### src/rtl/core/gcs_pkg.sv
// Shared types and constants for the gated candidate selector.
// Used by gcs_ctrl, gcs_dp and gated_candidate_selector; no dependencies.
package gcs_pkg;

  localparam int IDX_W   = 8;
  localparam int SHAPE_W = 17;
  localparam int POS_W   = 16;
  localparam int SCORE_W = 18;
  localparam int CNT_W   = 9;
  localparam int WGT_W   = 17;
  localparam int IN_DATA_W  = 80;   // 73 field bits padded to bytes
  localparam int IN_USER_W  = 3;
  localparam int OUT_DATA_W = 56;   // 53 field bits padded to bytes
  localparam int CFG_IDX_W  = 3;
  localparam int CFG_DATA_W = 17;
  localparam int SEQ_W      = 6;

  localparam logic [SEQ_W-1:0] ROOT_LAST = 6'd32;
  localparam logic [SEQ_W-1:0] DIV_LAST  = 6'd36;

  localparam logic [15:0] MIN_GATE   = 16'd50;
  localparam logic [16:0] ONE_Q16    = 17'd65536;
  localparam logic signed [SCORE_W-1:0] NEG_ONE_Q16 = -18'sd65536;

  // configuration register indexes
  typedef enum logic [CFG_IDX_W-1:0] {
    REG_MODE   = 3'd0,
    REG_TRK_X  = 3'd1,
    REG_TRK_Y  = 3'd2,
    REG_TRK_Z  = 3'd3,
    REG_GATE   = 3'd4,
    REG_SHAPE_W = 3'd5,
    REG_TEMP_W = 3'd6
  } cfg_reg_t;

  // operand selection of the shared multiplier
  typedef enum logic [2:0] {
    MUL_DX = 3'd0,
    MUL_DY = 3'd1,
    MUL_DZ = 3'd2,
    MUL_GG = 3'd3,
    MUL_WS = 3'd4,
    MUL_WT = 3'd5
  } mul_op_t;

  typedef struct packed {
    logic    load;
    logic    mul_en;
    mul_op_t mul_op;
    logic    root_init;
    logic    root_step;
    logic    div_init;
    logic    div_mix;
    logic    div_step;
    logic    upd;
  } cmd_t;

  typedef struct packed {
    logic in_track;   // incoming beat needs the mixed score
    logic wzero;      // both weights zero
    logic out_full;   // result register held by downstream
    logic last;       // captured record closes the frame
  } sts_t;

endpackage

### src/rtl/core/gated_candidate_selector.sv
// Shape-mode records and records that do not compete go straight to update; competing
// track records with both weights zero run the multiplier only, scored track records add a
// 32-step square root and two 36-step divisions on one shared restoring divider.
// One record at a time; the result sits in an output register in the cycle after the
// closing record's update, and a closing record waits only while that register is held.
// Reset: synchronous active-low rst_n restores config defaults and clears the frame.
module gated_candidate_selector (
  input  logic                                clk,
  input  logic                                rst_n,
  input  logic                                cfg_valid,
  output logic                                cfg_ready,
  input  logic [gcs_pkg::CFG_IDX_W-1:0]       cfg_index,
  input  logic [gcs_pkg::CFG_DATA_W-1:0]      cfg_data,
  input  logic                                in_tvalid,
  output logic                                in_tready,
  // clu_id[7:0], shape_score[24:8], centroid_x[40:25],
  // centroid_y[56:41], centroid_z[72:57], zero pad
  input  logic [gcs_pkg::IN_DATA_W-1:0]       in_tdata,
  // valid_req[0], best_hint[1], present[2]
  input  logic [gcs_pkg::IN_USER_W-1:0]       in_tuser,
  input  logic                                in_tlast,
  output logic                                out_tvalid,
  input  logic                                out_tready,
  // chosen_index[7:0], chosen_score[25:8], runner_up_score[43:26],
  // valid_total[52:44], zero pad
  output logic [gcs_pkg::OUT_DATA_W-1:0]      out_tdata,
  // found
  output logic                                out_tuser
);
  import gcs_pkg::*;

  cmd_t cmd;
  sts_t sts;

  assign cfg_ready = 1'b1;

  gcs_ctrl u_ctrl (
    .clk       (clk),
    .rst_n     (rst_n),
    .in_tvalid (in_tvalid),
    .in_tready (in_tready),
    .sts       (sts),
    .cmd       (cmd)
  );

  gcs_dp u_dp (
    .clk        (clk),
    .rst_n      (rst_n),
    .cfg_valid  (cfg_valid),
    .cfg_index  (cfg_index),
    .cfg_data   (cfg_data),
    .in_tdata   (in_tdata),
    .in_tuser   (in_tuser),
    .in_tlast   (in_tlast),
    .out_tvalid (out_tvalid),
    .out_tready (out_tready),
    .out_tdata  (out_tdata),
    .out_tuser  (out_tuser),
    .cmd        (cmd),
    .sts        (sts)
  );

endmodule

### src/rtl/core/gcs_ctrl.sv
// Sequencer for the gated candidate selector.
// Depends on gcs_pkg; drives gcs_dp through cmd_t, reads sts_t.
module gcs_ctrl (
  input  logic          clk,
  input  logic          rst_n,
  input  logic          in_tvalid,
  output logic          in_tready,
  input  gcs_pkg::sts_t sts,
  output gcs_pkg::cmd_t cmd
);
  import gcs_pkg::*;

  typedef enum logic [6:0] {
    S_IDLE = 7'b0000001,
    S_MUL  = 7'b0000010,
    S_ROOT = 7'b0000100,
    S_DIV1 = 7'b0001000,
    S_MIX  = 7'b0010000,
    S_DIV2 = 7'b0100000,
    S_UPD  = 7'b1000000
  } state_t;

  state_t           state_r, state_nxt;
  logic [SEQ_W-1:0] cnt_r, cnt_nxt;

  assign in_tready = (state_r == S_IDLE);

  // next state and command decode
  always_comb begin
    state_nxt = state_r;
    cnt_nxt   = cnt_r + 6'd1;
    cmd       = '0;
    cmd.mul_op = MUL_DX;
    case (state_r)
      S_IDLE: begin
        cnt_nxt = '0;
        if (in_tvalid) begin
          cmd.load  = 1'b1;
          state_nxt = sts.in_track ? S_MUL : S_UPD;
        end
      end
      S_MUL: begin
        cmd.mul_en = 1'b1;
        case (cnt_r[1:0])
          2'd0:    cmd.mul_op = MUL_DX;
          2'd1:    cmd.mul_op = MUL_DY;
          2'd2:    cmd.mul_op = MUL_DZ;
          default: cmd.mul_op = MUL_GG;
        endcase
        if (cnt_r[1:0] == 2'd3) begin
          cnt_nxt   = '0;
          state_nxt = sts.wzero ? S_UPD : S_ROOT;
        end
      end
      S_ROOT: begin
        cmd.root_init = (cnt_r == '0);
        cmd.root_step = (cnt_r != '0);
        if (cnt_r == ROOT_LAST) begin
          cnt_nxt   = '0;
          state_nxt = S_DIV1;
        end
      end
      S_DIV1: begin
        cmd.div_init = (cnt_r == '0);
        cmd.div_step = (cnt_r != '0);
        if (cnt_r == DIV_LAST) begin
          cnt_nxt   = '0;
          state_nxt = S_MIX;
        end
      end
      S_MIX: begin
        cmd.mul_en = 1'b1;
        cmd.mul_op = cnt_r[0] ? MUL_WT : MUL_WS;
        if (cnt_r[0]) begin
          cnt_nxt   = '0;
          state_nxt = S_DIV2;
        end
      end
      S_DIV2: begin
        cmd.div_init = (cnt_r == '0);
        cmd.div_mix  = 1'b1;
        cmd.div_step = (cnt_r != '0);
        if (cnt_r == DIV_LAST) begin
          cnt_nxt   = '0;
          state_nxt = S_UPD;
        end
      end
      S_UPD: begin
        cnt_nxt = '0;
        if (!(sts.last && sts.out_full)) begin
          cmd.upd   = 1'b1;
          state_nxt = S_IDLE;
        end
      end
      default: begin
        cnt_nxt   = '0;
        state_nxt = S_IDLE;
      end
    endcase
  end

  always_ff @(posedge clk) begin
    if (!rst_n) begin
      state_r <= S_IDLE;
      cnt_r   <= '0;
    end else begin
      state_r <= state_nxt;
      cnt_r   <= cnt_nxt;
    end
  end

`ifndef NO_ASSERTIONS
  a_last_waits: assert property (@(posedge clk) disable iff (!rst_n)
    (state_r == S_UPD && sts.last && sts.out_full) |=> state_r == S_UPD)
    else $error("closing record left update while result still held");
  a_no_accept_busy: assert property (@(posedge clk) disable iff (!rst_n)
    (state_r != S_IDLE) |-> !cmd.load)
    else $error("record loaded while sequencer busy");
  a_cnt_range: assert property (@(posedge clk) disable iff (!rst_n)
    cnt_r <= DIV_LAST)
    else $error("step counter out of range");
`endif

endmodule

### src/rtl/core/gcs_dp.sv
// Datapath: config registers, record capture, shared multiplier,
// bit-serial square root, restoring divider, frame state and result register.
// Depends on gcs_pkg; controlled by gcs_ctrl.
module gcs_dp (
  input  logic                             clk,
  input  logic                             rst_n,
  input  logic                             cfg_valid,
  input  logic [gcs_pkg::CFG_IDX_W-1:0]    cfg_index,
  input  logic [gcs_pkg::CFG_DATA_W-1:0]   cfg_data,
  input  logic [gcs_pkg::IN_DATA_W-1:0]    in_tdata,
  input  logic [gcs_pkg::IN_USER_W-1:0]    in_tuser,
  input  logic                             in_tlast,
  output logic                             out_tvalid,
  input  logic                             out_tready,
  output logic [gcs_pkg::OUT_DATA_W-1:0]   out_tdata,
  output logic                             out_tuser,
  input  gcs_pkg::cmd_t                    cmd,
  output gcs_pkg::sts_t                    sts
);
  import gcs_pkg::*;

  // configuration
  logic              mode_cfg_r;
  logic signed [15:0] tx_r, ty_r, tz_r;
  logic [15:0]       gate_r;
  logic [WGT_W-1:0]  ws_r, wt_r;

  always_ff @(posedge clk) begin
    if (!rst_n) begin
      mode_cfg_r <= 1'b0;
      tx_r <= '0; ty_r <= '0; tz_r <= '0;
      gate_r <= 16'd500;
      ws_r <= 17'd32768;
      wt_r <= 17'd32768;
    end else if (cfg_valid) begin
      case (cfg_reg_t'(cfg_index))
        REG_MODE:    mode_cfg_r <= cfg_data[0];
        REG_TRK_X:   tx_r <= cfg_data[15:0];
        REG_TRK_Y:   ty_r <= cfg_data[15:0];
        REG_TRK_Z:   tz_r <= cfg_data[15:0];
        REG_GATE:    gate_r <= cfg_data[15:0];
        REG_SHAPE_W: ws_r <= cfg_data;
        REG_TEMP_W:  wt_r <= cfg_data;
        default: ;
      endcase
    end
  end

  // captured record
  logic               valid_r, hint_r, present_r, last_r, mode_r;
  logic [IDX_W-1:0]   idx_r;
  logic [SHAPE_W-1:0] shape_r;
  logic [POS_W-1:0]   cx_r, cy_r, cz_r;

  always_ff @(posedge clk) begin
    if (cmd.load) begin
      valid_r   <= in_tuser[0];
      hint_r    <= in_tuser[1];
      present_r <= in_tuser[2];
      idx_r     <= in_tdata[7:0];
      shape_r   <= in_tdata[24:8];
      cx_r      <= in_tdata[40:25];
      cy_r      <= in_tdata[56:41];
      cz_r      <= in_tdata[72:57];
      last_r    <= in_tlast;
      mode_r    <= mode_cfg_r;
    end
  end

  // gate floor and weight sum
  logic [15:0] g;
  logic [17:0] wsum;
  assign g    = (gate_r < MIN_GATE) ? MIN_GATE : gate_r;
  assign wsum = {1'b0, ws_r} + {1'b0, wt_r};

  // shared multiplier
  logic signed [16:0] dx, dy, dz;
  logic signed [17:0] op_a, op_b;
  logic signed [35:0] prod;
  logic [SHAPE_W-1:0] shape_cl, close_w;
  logic [34:0]        d2_r, num_r;
  logic [31:0]        gg_r;
  logic               in_gate;
  logic [35:0]        dq_r;

  assign dx = {cx_r[15], cx_r} - {tx_r[15], tx_r};
  assign dy = {cy_r[15], cy_r} - {ty_r[15], ty_r};
  assign dz = {cz_r[15], cz_r} - {tz_r[15], tz_r};
  assign shape_cl = (shape_r > ONE_Q16) ? ONE_Q16 : shape_r;
  assign in_gate  = d2_r < {3'b000, gg_r};
  assign close_w  = in_gate ? (ONE_Q16 - dq_r[16:0]) : '0;

  always_comb begin
    case (cmd.mul_op)
      MUL_DX:  begin op_a = {dx[16], dx}; op_b = {dx[16], dx}; end
      MUL_DY:  begin op_a = {dy[16], dy}; op_b = {dy[16], dy}; end
      MUL_DZ:  begin op_a = {dz[16], dz}; op_b = {dz[16], dz}; end
      MUL_GG:  begin op_a = {2'b00, g};   op_b = {2'b00, g};   end
      MUL_WS:  begin op_a = {1'b0, ws_r}; op_b = {1'b0, shape_cl}; end
      MUL_WT:  begin op_a = {1'b0, wt_r}; op_b = {1'b0, close_w};  end
      default: begin op_a = '0; op_b = '0; end
    endcase
  end
  assign prod = op_a * op_b;

  // accumulate squared distance, gate square and weighted sum
  always_ff @(posedge clk) begin
    if (cmd.load) begin
      d2_r <= '0;
    end else if (cmd.mul_en) begin
      case (cmd.mul_op)
        MUL_DX, MUL_DY, MUL_DZ: d2_r <= d2_r + {1'b0, prod[33:0]};
        MUL_GG:  gg_r  <= prod[31:0];
        MUL_WS:  num_r <= prod[34:0];
        MUL_WT:  num_r <= num_r + prod[34:0];
        default: ;
      endcase
    end
  end

  // square root of d2[31:0] * 2^32, two radicand bits per step
  logic [63:0] rv_r;
  logic [34:0] rem_r, rem_t, trial;
  logic [31:0] root_r;
  logic        rge;

  assign rem_t = {rem_r[32:0], rv_r[63:62]};
  assign trial = {1'b0, root_r, 2'b01};
  assign rge   = rem_t >= trial;

  always_ff @(posedge clk) begin
    if (cmd.root_init) begin
      rv_r   <= {d2_r[31:0], 32'd0};
      rem_r  <= '0;
      root_r <= '0;
    end else if (cmd.root_step) begin
      rv_r   <= {rv_r[61:0], 2'b00};
      rem_r  <= rge ? (rem_t - trial) : rem_t;
      root_r <= {root_r[30:0], rge};
    end
  end

  // restoring divider: distance / gate, then weighted sum / weight sum
  logic [17:0] dvs_r, drem_r;
  logic [18:0] dt;
  logic        dge;

  assign dt  = {drem_r, dq_r[35]};
  assign dge = dt >= {1'b0, dvs_r};

  always_ff @(posedge clk) begin
    if (cmd.div_init) begin
      dq_r   <= cmd.div_mix ? {1'b0, num_r} : {4'd0, root_r};
      dvs_r  <= cmd.div_mix ? wsum : {2'b00, g};
      drem_r <= '0;
    end else if (cmd.div_step) begin
      drem_r <= dge ? 18'(dt - {1'b0, dvs_r}) : dt[17:0];
      dq_r   <= {dq_r[34:0], dge};
    end
  end

  // frame state
  logic signed [SCORE_W-1:0] top_r, top_nxt, sec_r, sec_nxt, score;
  logic [IDX_W-1:0]          tidx_r, tidx_nxt;
  logic                      have_r, have_nxt, compete, win;
  logic [CNT_W-1:0]          seen_r, seen_nxt;

  always_comb begin
    if (!mode_r)            score = {1'b0, shape_r};
    else if (sts.wzero)     score = '0;
    else                    score = dq_r[17:0];
    compete  = valid_r && (!mode_r || present_r);
    win      = (!mode_r && hint_r) || (score > top_r);
    top_nxt  = top_r;
    sec_nxt  = sec_r;
    tidx_nxt = tidx_r;
    have_nxt = have_r;
    seen_nxt = seen_r;
    if (valid_r && seen_r != 9'd511) seen_nxt = seen_r + 9'd1;
    if (compete) begin
      if (win) begin
        if (have_r && top_r > sec_r) sec_nxt = top_r;
        top_nxt  = score;
        tidx_nxt = idx_r;
        have_nxt = 1'b1;
      end else if (score > sec_r) begin
        sec_nxt = score;
      end
    end
  end

  always_ff @(posedge clk) begin
    if (!rst_n || (cmd.upd && last_r)) begin
      top_r  <= NEG_ONE_Q16;
      sec_r  <= NEG_ONE_Q16;
      tidx_r <= '0;
      have_r <= 1'b0;
      seen_r <= '0;
    end else if (cmd.upd) begin
      top_r  <= top_nxt;
      sec_r  <= sec_nxt;
      tidx_r <= tidx_nxt;
      have_r <= have_nxt;
      seen_r <= seen_nxt;
    end
  end

  // result register
  logic out_valid_r;
  always_ff @(posedge clk) begin
    if (!rst_n) out_valid_r <= 1'b0;
    else if (cmd.upd && last_r) out_valid_r <= 1'b1;
    else if (out_tready) out_valid_r <= 1'b0;
  end

  always_ff @(posedge clk) begin
    if (cmd.upd && last_r) begin
      out_tuser <= have_nxt;
      out_tdata <= {3'b000, seen_nxt, sec_nxt,
                    have_nxt ? top_nxt : 18'sd0,
                    have_nxt ? tidx_nxt : 8'd0};
    end
  end

  assign out_tvalid   = out_valid_r;
  assign sts.in_track = in_tuser[0] && in_tuser[2] && mode_cfg_r;
  assign sts.wzero    = (wsum == '0);
  assign sts.out_full = out_valid_r && !out_tready;
  assign sts.last     = last_r;

`ifndef NO_ASSERTIONS
  a_mix_range: assert property (@(posedge clk) disable iff (!rst_n)
    (cmd.upd && mode_r && compete && !sts.wzero) |-> dq_r <= 36'd65536)
    else $error("mixed score above one");
  a_close_range: assert property (@(posedge clk) disable iff (!rst_n)
    (cmd.mul_en && cmd.mul_op == MUL_WS && in_gate) |-> dq_r[35:16] == '0)
    else $error("normalized distance inside gate reaches one");
  a_result_once: assert property (@(posedge clk) disable iff (!rst_n)
    (cmd.upd && last_r) |-> !sts.out_full)
    else $error("result overwritten while held");
`endif

endmodule

### config.mk
export PLATFORM = sky130hd
export DESIGN_NAME = gated_candidate_selector
export DESIGN_NICKNAME = d
export VERILOG_FILES = /design/src/rtl/core/gcs_pkg.sv /design/src/rtl/core/gated_candidate_selector.sv /design/src/rtl/core/gcs_ctrl.sv /design/src/rtl/core/gcs_dp.sv
export SDC_FILE = /design/constraint.sdc
export NUM_CORES = 2
export LEC_CHECK = 0
export ABC_AREA = 1
export BUFFER_PORTS_ARGS = -buffer_cell sky130_fd_sc_hd__buf_4
export CAP_MARGIN = 20
export CELL_PAD_IN_SITES_DETAIL_PLACEMENT = 1
export CELL_PAD_IN_SITES_GLOBAL_PLACEMENT = 2
export CORE_UTILIZATION = 25
export CTS_CLUSTER_DIAMETER = 50
export DETAILED_ROUTE_END_ITERATION = 6
export GPL_ROUTABILITY_DRIVEN = 0
export PLACE_DENSITY_LB_ADDON = 0.1
export SLEW_MARGIN = 20
export SYNTH_ARGS = -nofsm -noshare
export SYNTH_HDL_FRONTEND = slang
export SYNTH_SLANG_ARGS = --single-unit
export TNS_END_PERCENT = 1
### constraint.sdc
create_clock -name clk -period 19.2 [get_ports clk]
set_input_delay 0 -clock clk [delete_from_list [all_inputs] [get_ports clk]]
set_output_delay 0 -clock clk [all_outputs]
set_load 0.05 [all_outputs]
# Word-level counts from Yosys, hierarchy flattened
# Index checks and enable logic that the tools add are counted.
[totals]
elab_cells = 183
mem_bits_rw = 0
n_memories = 0
mem_bits_ro = 0
latch_bits = 0
ff_bits = 570
[classes]
bitwise = 1
mux = 55
n_mul = 1
reduce_logical = 38
n_eq_ne = 31
div = 0
n_lt_le_gt_ge = 8
n_shift = 0
n_addsub = 11
[op_table]
columns = ["operator", "n"]
rows = [
  ["$pmux W18 S6", 2],
  ["$mux W18", 9],
  ["$mux W64", 2],
  ["$mux W36", 2],
  ["$pmux W35 S2", 1],
  ["$mux W7", 9],
  ["$gt A18 B18 Y1", 3],
  ["$sub A16 B16 Y17", 3],
  ["$pmux W7 S7", 1],
  ["$add A35 B34 Y35", 1],
  ["$add A35 B35 Y35", 1],
  ["$ge A35 B34 Y1", 1],
  ["$lt A35 B32 Y1", 1],
  ["$mul A18 B18 Y35", 1],
  ["$mux W35", 1],
  ["$mux W17", 2],
  ["$mux W33", 1],
  ["$sub A33 B33 Y33", 1],
  ["$mux W16", 2],
  ["$mux W6", 4],
  ["$pmux W6 S4", 1],
  ["$ge A19 B18 Y1", 1],
  ["$add A17 B17 Y18", 1],
  ["$logic_not A18 Y1", 1],
  ["42 further kinds", 93],
]

# Depth between registers and ports, before layout
[logic_depth]
depth_word = 8
mapped_depth = 56

# Hierarchy
# Synthesis repeated with hierarchy kept, for this count alone.
[unflattened]
cells_unflattened = 6352
area_unflattened_um2 = 48935.7
[modules_own_cells]
columns = ["module", "seq_area_each_um2", "area_per_inst_um2", "cells_per_inst", "instances"]
rows = [
  ["gcs_dp", 14003.4, 47774.6, 6187, 1],
  ["gcs_ctrl", 260.2, 1149.9, 163, 1],
  ["gated_candidate_selector", 0.0, 11.3, 2, 1],
]

# Worst setup path before layout
# OpenSTA, ideal clock, no wires.
[synth_timing]
path_kind = "register to register"
start = "register u_ctrl.state_r[0]"
end = "register u_dp.num_r[34], data pin"
path_buffers = 2
stages_incl_launch_ff = 41
setup_slack_ns = 9.204
t_required_ns = 18.935
arrival_ns = 9.731
synth_period_minus_slack_ns = 9.996
cell_sequence = "dfxtp_1 > nor2_2 > nand3_2 > nor4_4 > nand2_2 > nand2_2 > nand3_4 > inv_2 > nand3_1 > nand3_2 > buf_2 > buf_2 > nand2_1 > fa_1 > fa_1 > inv_1 > ha_1 > inv_1 > [5 not listed] > inv_1 > ha_1 > nand2_1 > nor4_1 > nand3_1 > nand3_1 > a31oi_1 > or2_2 > and2_1 > ha_1 > a21o_1 > a21oi_1 > o221ai_1 > a21oi_1 > nand3_1 > a21oi_1 > o21ai_0 > xor2_1"
[synth_via]
elab_chain_cells = 7
word_cells_on_any_way = 14
cone_classes = "add/sub (1); mul (1); eq/ne (7); mux (4); reduce/logical (1)"
[synth_lines]
columns = ["item", "line", "rtl"]
rows = [
  ["from (decl)", "gcs_ctrl.sv:23", "state_t state_r, state_nxt;"],
  ["from (signal assigned)", "gcs_ctrl.sv:107", "state_r <= state_nxt;"],
  ["$eq A7 B5 Y1 or $eq A7 B2 Y1 (tied branches)", "gcs_ctrl.sv:34", "case (state_r)"],
  ["$pmux W4 S2 (*)", "gcs_ctrl.sv:34", ""],
  ["$eq A3 B3 Y1 (tied with other cells)", "gcs_dp.sv:94", "case (cmd.mul_op)"],
  ["$pmux W18 S6", "gcs_dp.sv:94", ""],
  ["$mul A18 B18 Y35 (*)", "gcs_dp.sv:104", "assign prod = op_a * op_b;"],
  ["named net u_dp.prod[29]", "gcs_dp.sv:79", "logic signed [35:0] prod;"],
  ["$add A35 B35 Y35 (*)", "gcs_dp.sv:115", "MUL_WT: num_r <= num_r + prod[34:0];"],
  ["$pmux W35 S2 (*)", "gcs_dp.sv:111", "case (cmd.mul_op)"],
  ["to (signal assigned)", "gcs_dp.sv:114", "MUL_WS: num_r <= prod[34:0];"],
  ["to (signal assigned)", "gcs_dp.sv:115", ""],
  ["to (decl)", "gcs_dp.sv:81", "logic [34:0] d2_r, num_r;"],
]
# The timed path passes the listed nets; every way through them passes the cells marked *.
# A chain may end at the register's enable or synchronous reset.

# Worst setup path after layout
[layout_timing]
start = "register u_ctrl.state_r[1]"
end = "register u_dp.num_r[34], data pin"
# The elaborated chain is that of the path after synthesis.

==> qor.tcl <==
set qor(tns_ps) 0
set qor(drt_first_iter_violations) 2101
set qor(postSynthAreaPerCell_sq_um) 7.67
set qor(area_share_of_the_largest_cell_type_after_synthesis_pct) 17.7
set qor(number_of_design_rule_violations_left_after_detail_routing) 0
set qor(max-clock-path-buffers) 3
set qor(cts-resized-gates) 0
set qor(max-cap-violations) 0
set qor(drt_wl_total_mm) 191
set qor(netlist_instances) 6309
set qor(hold_path.class) {in -> reg}
set qor(crit_path_top_delay_cell) {sky130_fd_sc_hd__xor2_1}
set qor(layout_min_cycle_time_ps) 12390
set qor(core.rowCount) 161
set qor(count_of_clock_tree_sinks) 570
set qor(async_flop_share_pct) 0
set qor(crit_fanout) 41
set qor(route.detailed.vias_per_inst) 4.60
set qor(drtPass1Iterations) 5
set qor(crit_path_end_kind) {register}
set qor(boundaryPins) 169
set qor(final-max-slew-violation-count) 0
set qor(seq_total_area_yosys_pct) 29.5
set qor(clk_latency_ps) 770
set qor(ant_nets) 0
set qor(synth-seq-cells) 570
set qor(ranking_of_synthesized_cells_by_area) {sky130_fd_sc_hd__edfxtp_1, sky130_fd_sc_hd__fa_1, sky130_fd_sc_hd__dfxtp_1}
set qor(maxClockFrequency_mhz) 80.7
set qor(layout-drive-gt1-share_pct) 7.47
set qor(detail_route.wirelength.met1_mm) 90.1
set qor(dr.max_layer_used) {met5}
set qor(cp_slowest_stage_delay_ps) 870
set qor(met3RoutedLength_mm) 5.88
set qor(timing.critical_path.from_type) {register}
set qor(crit_top_cell) {sky130_fd_sc_hd__inv_1}
set qor(areaGrowthSynthToFinish_pct) 20.3
set qor(grt_max_degree) 90
set qor(die-width_microns) 442
set qor(arrival_ps) 12860
set qor(worstPathRequired_ps) 19670
set qor(initial_antenna_violation_count) 21
set qor(final.period_utilization_pct) 64.6
set qor(numPortBuffers) 157
set qor(setup_repair_after_global_routing_missed_its_margin) {false}
set qor(mostFrequentLayoutCells) {sky130_fd_sc_hd__nand2_1, sky130_fd_sc_hd__inv_1, sky130_fd_sc_hd__a21oi_1}
set qor(grt_overflow) 0
set qor(synth_top_flop_cell) {sky130_fd_sc_hd__edfxtp_1}
set qor(effective_utilization_at_floorplan_pct) 25.1
set qor(finalSetupViolations) 0
set qor(route.vias.total) 42800
set qor(route.detailed.wl_per_inst_microns) 20.6
set qor(timing.max_slew.rel_slack_pct) 29.0
set qor(grt_util_all_layers_pct) 19.7
set qor(number_of_global_route_vias_before_repair) 46000
set qor(synthesis.area_sq_um) 48400
set qor(worst-setup-path-type) {reg -> reg}
set qor(grt_pass1_wl_mm) 291
set qor(timing_hold_violations_final) 0
set qor(timing.clock.skew_ps) 48.0
set qor(status) {finished, final reports clean}
set qor(die_h_microns) 442
set qor(synth.distinct_cells) 64
set qor(tightest_pin_transition_ps) 1060
set qor(numCtsBuffers) 109
set qor(clk_pin_slew_ps) 60
set qor(met2_wirelength_mm) 90.5
set qor(htree_levels) 3
set qor(cts_tree) {done}
set qor(coreArea_sq_um) 192000
set qor(final_nets) 7471
set qor(hpwlAfterDp_mm) 151
set qor(synth_enable_flop_cells) 285
set qor(yosys_synthesis_warning_count) 0
set qor(final_common_cell) {sky130_fd_sc_hd__nand2_1}
set qor(root_buffer) {sky130_fd_sc_hd__clkbuf_16}
set qor(synth_area_leader_cell) {sky130_fd_sc_hd__edfxtp_1}
set qor(dieArea_sq_um) 195000
## per-stage QoR
stage	instances	setup slack [ps]	instance area [sq um]	utilization (%)	hold slack [ps]
after floorplan	6312	9200	48400	-	98.9
after global placement	8883	6930	52400	27.2	179
after detailed placement	8883	6810	52400	27.3	180
after CTS	9283	6720	58200	30.2	85.5
after global routing	9284	6000	58200	30.2	148
final	9287	6810	58200	30.2	143
## critical path: cells and delay by family (launching register included)
| kind | cells | cell delay (ps) |
|---|---|---|
| buffers and inverters | 11 | 2300 |
| xor gates and xnor gates | 2 | 1020 |
| and+or+nand+nor | 13 | 2600 |
| adders and majority gates | 8 | 3950 |
| DFF | 1 | 350 |
| AOI/OAI and AO/OA | 9 | 1770 |
## layer usage
layer / global-route usage (%) / up-vias
met1: 26.3 / 21100
met2: 33.3 / 530
li1: - / 21000
met5: 0 / -
met3: 2.46 / 198
met4: 5.13 / 2
## flip-flops by register name, indices dropped and copies added, names as in the netlist, 9 cells and up
| signal | cells |
|---|---|
| u_dp.out_tdata | 53 |
| u_dp.dq_r | 36 |
| u_dp.d2_r | 35 |
| u_dp.num_r | 35 |
| u_dp.rem_r | 33 |
| u_dp.gg_r | 32 |
| u_dp.root_r | 32 |
| u_dp.rv_r | 32 |
| u_dp.drem_r | 18 |
| u_dp.dvs_r | 18 |
| u_dp.sec_r | 18 |
| u_dp.top_r | 18 |
| u_dp.shape_r | 17 |
| u_dp.ws_r | 17 |
| u_dp.wt_r | 17 |
| u_dp.cx_r | 16 |
| u_dp.cy_r | 16 |
| u_dp.cz_r | 16 |
| u_dp.gate_r | 16 |
| u_dp.tx_r | 16 |
| u_dp.ty_r | 16 |
| u_dp.tz_r | 16 |
| u_dp.seen_r | 9 |
## final timing paths
kind	slack (ps)	start	endpoint	cells past startpoint
min reg2reg	460	u_dp.tz_r[6]$_SDFFE_PN0P_	u_dp.tz_r[6]$_SDFFE_PN0P_	2
min	140	cfg_data[16]	u_dp.wt_r[16]$_SDFFE_PN0P_	4
max	6810	u_ctrl.state_r[1]$_SDFFE_PN0P_	u_dp.num_r[34]$_DFFE_PP_	43
max reg2reg	6810	u_ctrl.state_r[1]$_SDFFE_PN0P_	u_dp.num_r[34]$_DFFE_PP_	43
## cells in the mapped netlist (all sizes together) (5+ instances only)
cell    instances
nor4           23
nand3         245
o21bai         22
o211ai         41
o21a           14
nand4          57
ha            372
a21boi         12
xor2           86
xnor2          64
fa            330
buf            67
or2            22
o22ai          43
nor3           53
dfxtp         285
and2            5
o221ai          6
nand2        1425
nand3b         12
clkbuf        109
a21oi         470
edfxtp        285
clkinv          7
a211oi         11
o21ai         470
mux2            6
a31oi          46
inv          1216
a21o           30
nor2          440
## timing repair
action	in CTS	in global routing
hold buffers	192	0
hold endpoints to repair	188	0
buffers inserted	0	0
## area by class of cell
type / instances / area [sq um]
Multi-Input combinational cell: 4343 / 28800
Sequential cell: 570 / 14300
Timing Repair Buffer: 413 / 3580
Clock inverter: 79 / 906
Antenna cell: 4 / 10.0
Clock buffer: 129 / 2910
Inverter: 1223 / 4590
Tap cell: 2526 / 3160
Fill cell: 23000 / 134000
## cell families (layout without fill, tap and decap cells)
group	after synthesis	count (layout)	share of synthesized area [%]
adder cells (fa/ha/maj)	702	702	23.3
other	2	9	0.0155
buffers and inverters	1399	1844	11.2
multiplexers	6	6	0.140
flip-flops	570	570	29.5
XOR/XNOR	150	150	2.72
AND/OR/NAND/NOR	2290	2290	19.7
AO/OA/AOI/OAI	1190	1190	13.5
Power is left out: the tool's default activity adds up to more than one toggle a clock period on the data nets, which glitch-free logic cannot reach.
